**src/hdl/firch_pkg.sv**
```systemverilog
`timescale 1ns / 1ps

package firch_pkg;

	// Default sizes, handed to the top level as parameter defaults
	localparam int MAX_TAPS_DEF    = 64;
	localparam int FRAC_BITS_DEF   = 14;

	// Field widths of the request and result channels, and of the accumulator
	localparam int SAMPLE_W        = 16;
	localparam int COEF_W          = 16;
	localparam int COEF_IDX_W      = 6;
	localparam int OUT_W           = 18;
	localparam int ACC_W           = 32;

	// Register port
	localparam int PADDR_W         = 3;
	localparam int PDATA_W         = 32;
	localparam int TAP_W           = 7;
	localparam int TAP_COUNT_RESET = 64;
	localparam logic REG_TAP_COUNT = 1'b0;

	// Operation codes
	localparam logic OP_FILTER     = 1'b0;
	localparam logic OP_LOAD       = 1'b1;

	// Control that travels with one memory read into the MAC pipeline
	typedef struct packed {
		logic valid;
		logic first;
		logic last;
	} mac_ctl_t;

endpackage

```
**src/hdl/fir_filter_circular_history_core.sv**
```systemverilog
`timescale 1ns / 1ps

// Channel   | Handshake                    | Payload
// ----------+------------------------------+-------------------------------------------
// item      | item_valid / item_ready      | operation, sample, coef_index, coef_value
// result    | result_valid / result_ready  | filtered
// register  | psel, penable, pwrite, pready | paddr, pwdata, prdata (tap_count at 0x0)
//
// A coefficient load leaves item_ready high. A sample runs one multiply-accumulate per tap,
// paced by the single read port of each memory, then drains the MAC pipeline; item_ready
// stays low until the core is back in idle, so a new sample waits for the last one.
// After reset the history memory is swept to zero, one entry at a time, while item_ready is low.
// A stalled result waits in the output register; the core finishes the next sample and holds
// its sum until that register frees.

module fir_filter_circular_history_core #(
	parameter int MAX_TAPS  = firch_pkg::MAX_TAPS_DEF,
	parameter int FRAC_BITS = firch_pkg::FRAC_BITS_DEF
) (
	input  logic                                    clk,
	input  logic                                    arst_n,
	// request channel
	input  logic                                    item_valid,
	output logic                                    item_ready,
	input  logic                                    operation,
	input  logic signed [firch_pkg::SAMPLE_W-1:0]   sample,
	input  logic [firch_pkg::COEF_IDX_W-1:0]        coef_index,
	input  logic signed [firch_pkg::COEF_W-1:0]     coef_value,
	// result channel
	output logic                                    result_valid,
	input  logic                                    result_ready,
	output logic signed [firch_pkg::OUT_W-1:0]      filtered,
	// register port
	input  logic                                    psel,
	input  logic                                    penable,
	input  logic                                    pwrite,
	input  logic [firch_pkg::PADDR_W-1:0]           paddr,
	input  logic [firch_pkg::PDATA_W-1:0]           pwdata,
	output logic [firch_pkg::PDATA_W-1:0]           prdata,
	output logic                                    pready
);

	import firch_pkg::*;

	localparam int IDX_W   = $clog2(MAX_TAPS);
	localparam int CNT_W   = $clog2(MAX_TAPS + 1);
	localparam int TAP_RST = (MAX_TAPS < TAP_COUNT_RESET) ? MAX_TAPS : TAP_COUNT_RESET;

	localparam logic [2:0] ST_CLEAR = 3'd0;
	localparam logic [2:0] ST_IDLE  = 3'd1;
	localparam logic [2:0] ST_RUN   = 3'd2;
	localparam logic [2:0] ST_DRAIN = 3'd3;
	localparam logic [2:0] ST_PUSH  = 3'd4;

	logic [2:0]              state_q;
	logic [CNT_W-1:0]        tap_q;
	logic [IDX_W-1:0]        oldest_q;
	logic [IDX_W-1:0]        rd_pos_q;
	logic [IDX_W-1:0]        cnt_q;
	logic [IDX_W-1:0]        clr_q;
	logic                    result_valid_q;
	logic signed [OUT_W-1:0] filtered_q;

	logic                    cfg_we;
	logic [TAP_W-1:0]        tap_wr;
	logic [CNT_W-1:0]        tap_sat;
	logic [CNT_W-1:0]        tap_m1;
	logic [IDX_W-1:0]        tap_last;
	logic [IDX_W-1:0]        wr_pos;
	logic [IDX_W-1:0]        wr_pos_inc;
	logic                    accept;
	logic                    take_sample;
	logic                    take_coef;
	logic                    out_free;
	logic                    push_go;

	logic                    hist_we;
	logic [IDX_W-1:0]        hist_waddr;
	logic [SAMPLE_W-1:0]     hist_wdata;
	logic [SAMPLE_W-1:0]     hist_rdata;
	logic [COEF_W-1:0]       coef_rdata;

	mac_ctl_t                issue;
	logic                    mac_done;
	logic signed [ACC_W-1:0] mac_acc;
	logic signed [ACC_W-1:0] acc_sh;

	// ---------------------------------------------------------------------------------------
	// Register port: tap_count saturates into 1..MAX_TAPS and rewinds the write position
	// ---------------------------------------------------------------------------------------
	assign pready = 1'b1;
	assign cfg_we = psel && penable && pwrite && pready && (paddr[2] == REG_TAP_COUNT);
	assign tap_wr = pwdata[TAP_W-1:0];
	assign prdata = (paddr[2] == REG_TAP_COUNT) ? PDATA_W'(tap_q) : '0;

	always_comb begin
		priority if (tap_wr == '0) begin
			tap_sat = CNT_W'(1);
		end else if (32'(tap_wr) > 32'(MAX_TAPS)) begin
			tap_sat = CNT_W'(MAX_TAPS);
		end else begin
			tap_sat = CNT_W'(tap_wr);
		end
	end

	// ---------------------------------------------------------------------------------------
	// Circular position arithmetic
	// ---------------------------------------------------------------------------------------
	assign tap_m1     = tap_q - CNT_W'(1);
	assign tap_last   = tap_m1[IDX_W-1:0];
	// a position beyond the live length restarts at the front
	assign wr_pos     = (32'(oldest_q) >= 32'(tap_q)) ? '0 : oldest_q;
	assign wr_pos_inc = (wr_pos == tap_last) ? '0 : wr_pos + IDX_W'(1);

	assign item_ready  = (state_q == ST_IDLE);
	assign accept      = item_valid && item_ready;
	assign take_sample = accept && (operation == OP_FILTER);
	// loads beyond the store are dropped
	assign take_coef   = accept && (operation == OP_LOAD) &&
	                     (32'(coef_index) < 32'(MAX_TAPS));

	assign out_free = !result_valid_q || result_ready;
	assign push_go  = ((state_q == ST_DRAIN && mac_done) || state_q == ST_PUSH) && out_free;

	// ---------------------------------------------------------------------------------------
	// Sequencer: clear sweep, then per sample one read of each memory per tap
	// ---------------------------------------------------------------------------------------
	always_ff @(posedge clk or negedge arst_n) begin
		if (!arst_n) begin
			state_q  <= ST_CLEAR;
			tap_q    <= CNT_W'(TAP_RST);
			oldest_q <= '0;
			rd_pos_q <= '0;
			cnt_q    <= '0;
			clr_q    <= '0;
		end else begin
			unique case (state_q)
				ST_CLEAR: begin
					clr_q <= clr_q + IDX_W'(1);
					if (clr_q == IDX_W'(MAX_TAPS - 1)) begin
						state_q <= ST_IDLE;
					end
				end
				ST_IDLE: begin
					if (take_sample) begin
						oldest_q <= wr_pos_inc;
						// newest sample first, paired with h[0]
						rd_pos_q <= wr_pos;
						cnt_q    <= '0;
						state_q  <= ST_RUN;
					end
				end
				ST_RUN: begin
					cnt_q    <= cnt_q + IDX_W'(1);
					rd_pos_q <= (rd_pos_q == '0) ? tap_last : rd_pos_q - IDX_W'(1);
					if (cnt_q == tap_last) begin
						state_q <= ST_DRAIN;
					end
				end
				ST_DRAIN: begin
					if (mac_done) begin
						state_q <= push_go ? ST_IDLE : ST_PUSH;
					end
				end
				ST_PUSH: begin
					if (push_go) begin
						state_q <= ST_IDLE;
					end
				end
				default: begin
					state_q <= ST_IDLE;
				end
			endcase
			if (cfg_we) begin
				tap_q    <= tap_sat;
				oldest_q <= '0;
			end
		end
	end

	// ---------------------------------------------------------------------------------------
	// Memories
	// ---------------------------------------------------------------------------------------
	assign hist_we    = (state_q == ST_CLEAR) || take_sample;
	assign hist_waddr = (state_q == ST_CLEAR) ? clr_q : wr_pos;
	assign hist_wdata = (state_q == ST_CLEAR) ? '0 : sample;

	firch_ram #(
		.WIDTH (SAMPLE_W),
		.DEPTH (MAX_TAPS)
	) u_hist (
		.clk   (clk),
		.we    (hist_we),
		.waddr (hist_waddr),
		.wdata (hist_wdata),
		.raddr (rd_pos_q),
		.rdata (hist_rdata)
	);

	firch_ram #(
		.WIDTH (COEF_W),
		.DEPTH (MAX_TAPS)
	) u_coef (
		.clk   (clk),
		.we    (take_coef),
		.waddr (IDX_W'(coef_index)),
		.wdata (coef_value),
		.raddr (cnt_q),
		.rdata (coef_rdata)
	);

	// ---------------------------------------------------------------------------------------
	// Multiply-accumulate
	// ---------------------------------------------------------------------------------------
	assign issue.valid = (state_q == ST_RUN);
	assign issue.first = (cnt_q == '0);
	assign issue.last  = (cnt_q == tap_last);

	firch_mac u_mac (
		.clk       (clk),
		.arst_n    (arst_n),
		.ctl       (issue),
		.hist_data (signed'(hist_rdata)),
		.coef_data (signed'(coef_rdata)),
		.done      (mac_done),
		.acc       (mac_acc)
	);

	// ---------------------------------------------------------------------------------------
	// Output register: drop the fraction bits, keep the low result bits
	// ---------------------------------------------------------------------------------------
	assign acc_sh = mac_acc >>> FRAC_BITS;

	always_ff @(posedge clk or negedge arst_n) begin
		if (!arst_n) begin
			result_valid_q <= 1'b0;
		end else if (push_go) begin
			result_valid_q <= 1'b1;
		end else if (result_ready) begin
			result_valid_q <= 1'b0;
		end
	end

	always_ff @(posedge clk) begin
		if (push_go) begin
			filtered_q <= acc_sh[OUT_W-1:0];
		end
	end

	assign result_valid = result_valid_q;
	assign filtered     = filtered_q;

	a_done_in_drain: assert property (@(posedge clk) disable iff (!arst_n)
		mac_done |-> (state_q == ST_DRAIN))
		else $error("sum completed outside drain");

	a_cfg_rewinds: assert property (@(posedge clk) disable iff (!arst_n)
		cfg_we |=> (oldest_q == '0))
		else $error("write position not rewound");

	a_pos_in_range: assert property (@(posedge clk) disable iff (!arst_n)
		(tap_q != '0) && (32'(oldest_q) < 32'(tap_q)))
		else $error("write position or tap count out of range");

	a_sample_starts: assert property (@(posedge clk) disable iff (!arst_n)
		take_sample |=> (state_q == ST_RUN) && (cnt_q == '0))
		else $error("accepted sample did not start accumulation");

endmodule

```
**src/hdl/firch_ram.sv**
```systemverilog
`timescale 1ns / 1ps

module firch_ram #(
	parameter int WIDTH = 16,
	parameter int DEPTH = 64
) (
	input  logic                     clk,
	input  logic                     we,
	input  logic [$clog2(DEPTH)-1:0] waddr,
	input  logic [WIDTH-1:0]         wdata,
	input  logic [$clog2(DEPTH)-1:0] raddr,
	output logic [WIDTH-1:0]         rdata
);

	logic [WIDTH-1:0] mem [DEPTH];

	always_ff @(posedge clk) begin
		if (we) begin
			mem[waddr] <= wdata;
		end
	end

	always_ff @(posedge clk) begin
		rdata <= mem[raddr];
	end

endmodule

```
**src/hdl/firch_mac.sv**
```systemverilog
`timescale 1ns / 1ps

module firch_mac (
	input  logic                                  clk,
	input  logic                                  arst_n,
	input  firch_pkg::mac_ctl_t                   ctl,
	input  logic signed [firch_pkg::SAMPLE_W-1:0] hist_data,
	input  logic signed [firch_pkg::COEF_W-1:0]   coef_data,
	output logic                                  done,
	output logic signed [firch_pkg::ACC_W-1:0]    acc
);

	import firch_pkg::*;

	mac_ctl_t                 ctl_s1;
	mac_ctl_t                 ctl_s2;
	logic signed [ACC_W-1:0]  prod_s2;
	logic signed [ACC_W-1:0]  acc_q;
	logic                     done_q;

	// Align control with the registered memory read data
	always_ff @(posedge clk or negedge arst_n) begin
		if (!arst_n) begin
			ctl_s1 <= '0;
			ctl_s2 <= '0;
			done_q <= 1'b0;
		end else begin
			ctl_s1 <= ctl;
			ctl_s2 <= ctl_s1;
			done_q <= ctl_s2.valid && ctl_s2.last;
		end
	end

	// Exact 16x16 product, then a wrapping 32-bit accumulate
	always_ff @(posedge clk) begin
		if (ctl_s1.valid) begin
			prod_s2 <= ACC_W'(hist_data * coef_data);
		end
		if (ctl_s2.valid) begin
			acc_q <= (ctl_s2.first ? '0 : acc_q) + prod_s2;
		end
	end

	assign done = done_q;
	assign acc  = acc_q;

	a_last_gives_done: assert property (@(posedge clk) disable iff (!arst_n)
		(ctl_s2.valid && ctl_s2.last) |=> done_q)
		else $error("accumulation end not flagged");

	a_done_quiet: assert property (@(posedge clk) disable iff (!arst_n)
		done_q |-> !ctl_s2.valid)
		else $error("product arrived after final tap");

endmodule
```
**config.mk**
```make
export PLATFORM = sky130hd
export DESIGN_NAME = fir_filter_circular_history_core
export DESIGN_NICKNAME = d
export VERILOG_FILES = /design/src/hdl/firch_pkg.sv /design/src/hdl/fir_filter_circular_history_core.sv /design/src/hdl/firch_ram.sv /design/src/hdl/firch_mac.sv
export SDC_FILE = /design/constraint.sdc
export NUM_CORES = 2
export LEC_CHECK = 0
export BUFFER_PORTS_ARGS = -buffer_cell sky130_fd_sc_hd__buf_2
export CORE_MARGIN = 3
export CORE_UTILIZATION = 50
export CTS_BUF_LIST = sky130_fd_sc_hd__clkbuf_2 sky130_fd_sc_hd__clkbuf_4 sky130_fd_sc_hd__clkbuf_8
export CTS_CLUSTER_SIZE = 20
export DETAILED_ROUTE_END_ITERATION = 8
export PLACE_DENSITY_LB_ADDON = 0.25
export SLEW_MARGIN = 20
export SYNTH_ARGS = -nofsm -noshare
export SYNTH_HDL_FRONTEND = slang
export SYNTH_SLANG_ARGS = --single-unit
```
**constraint.sdc**
```tcl
create_clock -name clk -period 15 [get_ports clk]
set_input_delay 0.75 -clock clk [delete_from_list [all_inputs] [get_ports clk]]
set_output_delay 0.75 -clock clk [all_outputs]
set_load 0.02 [all_outputs]
```
# --- After elaboration in Yosys (flattened, before gate mapping) ---
# Memories as Yosys holds them, arrays and structs flattened. A register that Yosys moved wholly into a read port is not among the register bits.
# Index checks and enable logic that the tools add are counted.
classes:
  n_addsub: 6
  n_mul: 1
  n_lt_le_gt_ge: 2
  n_eq_ne: 12
  mux: 29
  bitwise: 2
  reduce_logical: 24
op_table:
  columns: ["operator", "n"]
  rows:
  - ["6-bit 2-to-1 mux", 9]
  - ["32-bit adder", 1]
  - ["16-bit by 16-bit multiplier with 32-bit output", 1]
  - ["32-bit 2-to-1 mux", 1]
  - ["6-bit case mux with 2 select lines", 2]
  - ["7-bit 2-to-1 mux", 3]
  - ["6-bit by 1-bit adder with 6-bit output, second input constant", 3]
  - ["3-bit 2-to-1 mux", 6]
  - ["16-bit 2-to-1 mux", 1]
  - ["3-bit case mux with 5 select lines", 1]
  - ["6-bit equality test", 2]
  - ["6-bit zero test", 2]
  - ["6-bit by 1-bit subtractor with 6-bit output, second input constant", 2]
  - ["1-bit logical AND", 9]
  - ["2-bit nonzero test", 4]
  - ["6-bit by 7-bit >= comparator with 1-bit output", 1]
  - ["7-bit greater-than comparator, second input constant", 1]
  - ["7-bit zero test", 1]
  - ["3-bit by 2-bit equality test with 1-bit output, second input constant", 2]
  - ["6-bit equality test, second input constant", 1]
  - ["1-bit 2-to-1 mux", 6]
  - ["2-bit inequality test, second input constant", 3]
  - ["5-bit AND reduction", 1]
  - ["2-bit by 1-bit inequality test with 1-bit output, second input constant", 2]
  - ["other kinds (7)", 11]
totals:
  ff_bits: 124
  ramBits: 2048
  in_bits: 81
  output_inout_bits: 53
  mem_count: 2
mem_list:
  columns: ["memory", "words", "word_bits", "rd", "rd_clocked_by_memory_dff", "write_ports", "line", "rtl"]
  rows:
  - ["u_coef.mem", 64, 16, 1, 1, 1, "firch_ram.sv:15", "logic [WIDTH-1:0] mem [DEPTH];"]
  - ["u_hist.mem", 64, 16, 1, 1, 1, "firch_ram.sv:15", null]

# --- Depth between registers and ports, before layout ---
depth:
  word_depth: 7
  depth_mapped: 24

# --- Modules after synthesis ---
# From an unflattened synthesis, not the netlist that was laid out.
hier_totals:
  hier_cells: 5430
  hier_area_um2: 97222.0
modules_own_cells:
  columns: ["mod", "n_inst", "cells_each", "area_each_um2", "seq_area_each_um2"]
  rows:
  - ["firch_ram", 2, 1829, 40042.2, 31069.8]
  - ["firch_mac", 1, 1408, 13703.1, 2097.0]
  - ["fir_filter_circular_history_core", 1, 364, 3434.5, 1417.6]

# --- Worst setup path after synthesis ---
# No wires, ideal clock.
synth_path:
  path_kind: "register to register"
  from: "register u_hist.rdata[15], read port of u_hist.mem"
  to: "register u_mac.prod_s2[28], data pin"
  setup_ns: 0.274
  arrival_ns: 5.605
  setup_slack_ns: 9.121
  stages_incl_launch_ff: 21
  path_buffers: 1
  synth_period_minus_slack_ns: 5.879
  path_cell_list: "dfxtp_1 -> clkbuf_1 -> nand2_1 -> inv_1 -> fa_1 -> inv_1 -> fa_1 -> fa_1 -> fa_1 -> fa_1 -> fa_1 -> inv_1 -> ha_1 -> nand2_1 -> nor2_1 -> nand3_1 -> o21bai_1 -> a41o_1 -> a31oi_1 -> mux2i_1 -> o2111ai_1"
synth_via:
  elab_chain_len: 1
synth_lines:
  columns: ["item", "line", "rtl"]
  rows:
  - ["from (decl)", "firch_ram.sv:12", "output logic [WIDTH-1:0] rdata"]
  - ["16-bit by 16-bit multiplier with 32-bit output", "firch_mac.sv:37", "prod_s2 <= ACC_W'(hist_data * coef_data);"]
  - ["to (signal assigned)", "firch_mac.sv:37", null]
  - ["to (decl)", "firch_mac.sv:17", "logic signed [ACC_W-1:0] prod_s2;"]
# No other way between the ends.
# A chain may end at the register's enable or synchronous reset.

# --- Final worst setup path ---
layout_path:
  from: "register u_coef.rdata[1], read port of u_coef.mem"
  to: "register u_mac.prod_s2[28], data pin"
layout_via:
  elab_chain_len: 1
layout_lines:
  columns: ["item", "line"]
  rows:
  - ["from (decl)", "firch_ram.sv:12"]
  - ["16-bit by 16-bit multiplier with 32-bit output", "firch_mac.sv:37"]
# No other way between the ends.

==> impl_metrics.ini <==
[floorplan]
pin_count = 134
die_area_sq_um = 198000
rows = 160
die_x_microns = 445
initial_core_util_pct = 50.5
core_sq_um = 191000
dieHeight_microns = 445

[detailed_routing]
avgViaCountPerCell = 5.89
wl_per_cell_microns = 26.7
drt_first_iter_violations = 4622
routed-via-count = 48200
route.detailed.drc = 2
antenna_left = 0
routed_wl_mm = 218
dr.pass1.iters = 9

[clock_tree]
cts_buffers = 366
htree_levels = 5
max-clock-path-buffers = 4
path_clk_slew_ns = 0.06
clock_latency_ns = 1.04
cts.sinks = 2204
cts_tree = yes
cts_root_buf = clkbuf_8

[critical_path]
cp.required_ns = 15.71
start_kind = register
cp-end-kind = register
cp.arrival_ns = 7.39
path_max_fanout = 16
ff2ff_path_depth = 19
critical_path_class = register to register

[synth]
synthCells = 5030
synth_top_cell_by_area = edfxtp_1
synthFlopType = edfxtp_1
synth_common_cells = 2,130 x edfxtp_1, 634 x mux4_2, 348 x inv_1, 263 x fa_1, 224 x nor2_1
yosys.cell_types.count = 80
synth_edf_count = 2130
ys_warn_count = 0
netlist.area_leader.share_pct = 66.4
synthTopCellsByArea = edfxtp_1 66%, mux4_2 15%, fa_1 5.5%
syn_avg_cell_area_sq_um = 19.1
synth_area_sq_um = 96300
async_flop_share_pct = 1.91
ys_seq_area_share_pct = 68.2
yosysMostFrequentCell = edfxtp_1
ys_seq_elements = 2204

[placed_design]
post-place-ws_ns = 8.30
io_buffers = 80
hpwlAfterDp_mm = 131
gp_congestion = 0.854

[timing]
relSlewSlack_pct = 27.6
fmax_mhz = 150
period_needed_ns = 6.67
tightest_slew_ns = 1.09
rsz0062_at_grt = false
timing.final.ws_setup_ns = 8.33
fin_setup_tns_ns = 0
finalHoldViolCount = 0
period_share_pct = 44.5
finClkSkew_ns = 0.0837
finalMaxSlewViolations = 0
setup_viol = 0

[finish]
final_nets = 5890
syn_to_final_growth_pct = 10.9
drive_above_1_share_pct = 26.3

[global_route]
grt_max_degree = 132
antenna_found_initial = 10
grt_pass1_vias = 50000
grt_util_all_layers_pct = 22.3
gr-total-overflow = 0
grt_pass1_wl_mm = 327

[run_status]
failed_checks = DRC
status = complete, but fails checks

[job]
cap_viol_max_count = 0

[hold_path]
hp-class = input pin to register
min_delay_path_depth = 3
routing by layer:
metal | GRT usage (%) | wire [microns] | part of all wire, %
met5 | 0 | 0 | 0
met3 | 3.68 | 14800 | 6.8
met1 | 31.9 | 90800 | 42
met4 | 8.33 | 7200 | 3.3
met2 | 35.0 | 106000 | 48
cell families (layout without fill, tap and decap cells):
family                   Yosys count  count (layout)  share of synthesized area [%]
AO/OA/AOI/OAI                    298             298                           2.05
XOR/XNOR                          74              74                          0.688
adder cells (fa/ha/maj)          389             389                           7.11
buffers and inverters            605            1216                           2.69
flip-flops                      2204            2204                           68.2
multiplexers                     690             690                           15.4
other                              2              35                        0.00780
AND/OR/NAND/NOR                  768             768                           3.82
area by class of cell:
cell class,count,area [sq um]
Antenna cell,9,22.5
Clock buffer,493,6040
Clock inverter,120,566
Fill cell,14500,84000
Inverter,348,1310
Multi-Input combinational cell,2245,28200
Sequential cell,2204,65700
Tap cell,2511,3140
Timing Repair Buffer,255,1800
through the flow:
stage | util (%) | cell area [sq um] | hold slack [ns] | cells
5_1_grt | 56.0 | 107000 | 0.175 | 8180
6_report | 56.0 | 107000 | 0.242 | 8185
3_5_place_dp | 52.4 | 100000 | 0.336 | 7555
2_1_floorplan | - | 96400 | 0.331 | 5054
4_1_cts | 55.9 | 107000 | 0.0968 | 8176
3_3_place_gp | 52.4 | 100000 | 0.333 | 7555
worst paths after layout:
check,startpoint,end,slack (ns)
worst max register to register,u_coef.rdata[1]$_DFF_P_,u_mac.prod_s2[28]$_DFFE_PP_,8.33
worst min register to register,u_mac.ctl_s1[0]$_DFF_PN0_,u_mac.ctl_s2[0]$_DFF_PN0_,0.34
worst max-delay path,u_coef.rdata[1]$_DFF_P_,u_mac.prod_s2[28]$_DFFE_PP_,8.33
worst min-delay path,result_ready,result_valid$_DFFE_PN0P_,0.24
min in group asynchronous,arst_n,tap_q[0]$_DFFE_PN0P_,0.29
max in group asynchronous,arst_n,rd_pos_q[2]$_DFFE_PN0P_,14.18
registers in the layout, summed over array words and instances, names as in the netlist, 6 cells and up:
signal and count:
tap_q 7, u_hist.rdata 16, filtered 18, u_coef.mem 1024
clr_q 6, u_mac.prod_s2 32, u_coef.rdata 16, u_hist.mem 1024
oldest_q 6, u_mac.acc 32, cnt_q 6, rd_pos_q 6
critical path, stage by stage, from the launching register on:
cell	delay, ns
dfxtp_1	0.74
nand2_1	0.21
inv_1	0.17
fa_1	0.54
fa_1	0.57
fa_1	0.45
fa_1	0.52
fa_1	0.49
inv_1	0.05
fa_1	0.47
inv_1	0.04
ha_1	0.36
nand2_1	0.11
nor2_1	0.21
nand3_1	0.10
o21bai_1	0.20
a41o_1	0.31
a31oi_1	0.46
mux2i_1	0.25
o2111ai_1	0.14
layout by cell type, fill, tap and decap left out, types with 11 or more instances in the layout:
cell type  synthesis  layout
buf_2             43      65
mux2i_1           41      41
and2_1           142     126
a21o_1            23      23
mux4_2           634     634
nor2b_1           47      46
inv_1            348     348
a22oi_1           12      12
clkbuf_4           0     119
o31ai_1           12      12
a221oi_1          11      11
conb_1             2      26
nor2_1           224     204
mux2_2            15      15
a211oi_1          16      16
nand2b_1          30      30
dfrtp_1           41      33
ha_1             126     126
edfxtp_1        2130    2130
o21ai_0           36      36
nor2_2             0      16
xnor2_1           56      56
nand3_1           41      41
clkinv_1           0      75
a21oi_1           73      73
nor3_1            19      19
clkinv_2           0      32
fa_1             263     263
nand4_1           12      12
buf_4             30     180
clkbuf_8           0     374
xor2_1            17      17
dfxtp_1           32      32
o21ai_1           32      32
nand2_1          213     213
what timing repair did:
action                    4_1_cts  5_1_grt
setup buffers                   0        0
resized for setup               0        0
hold endpoints to repair       48        0
hold buffers                    8        0
Power is left out: the tool's default activity adds up to more than one toggle a clock period on the data nets, which glitch-free logic cannot reach.
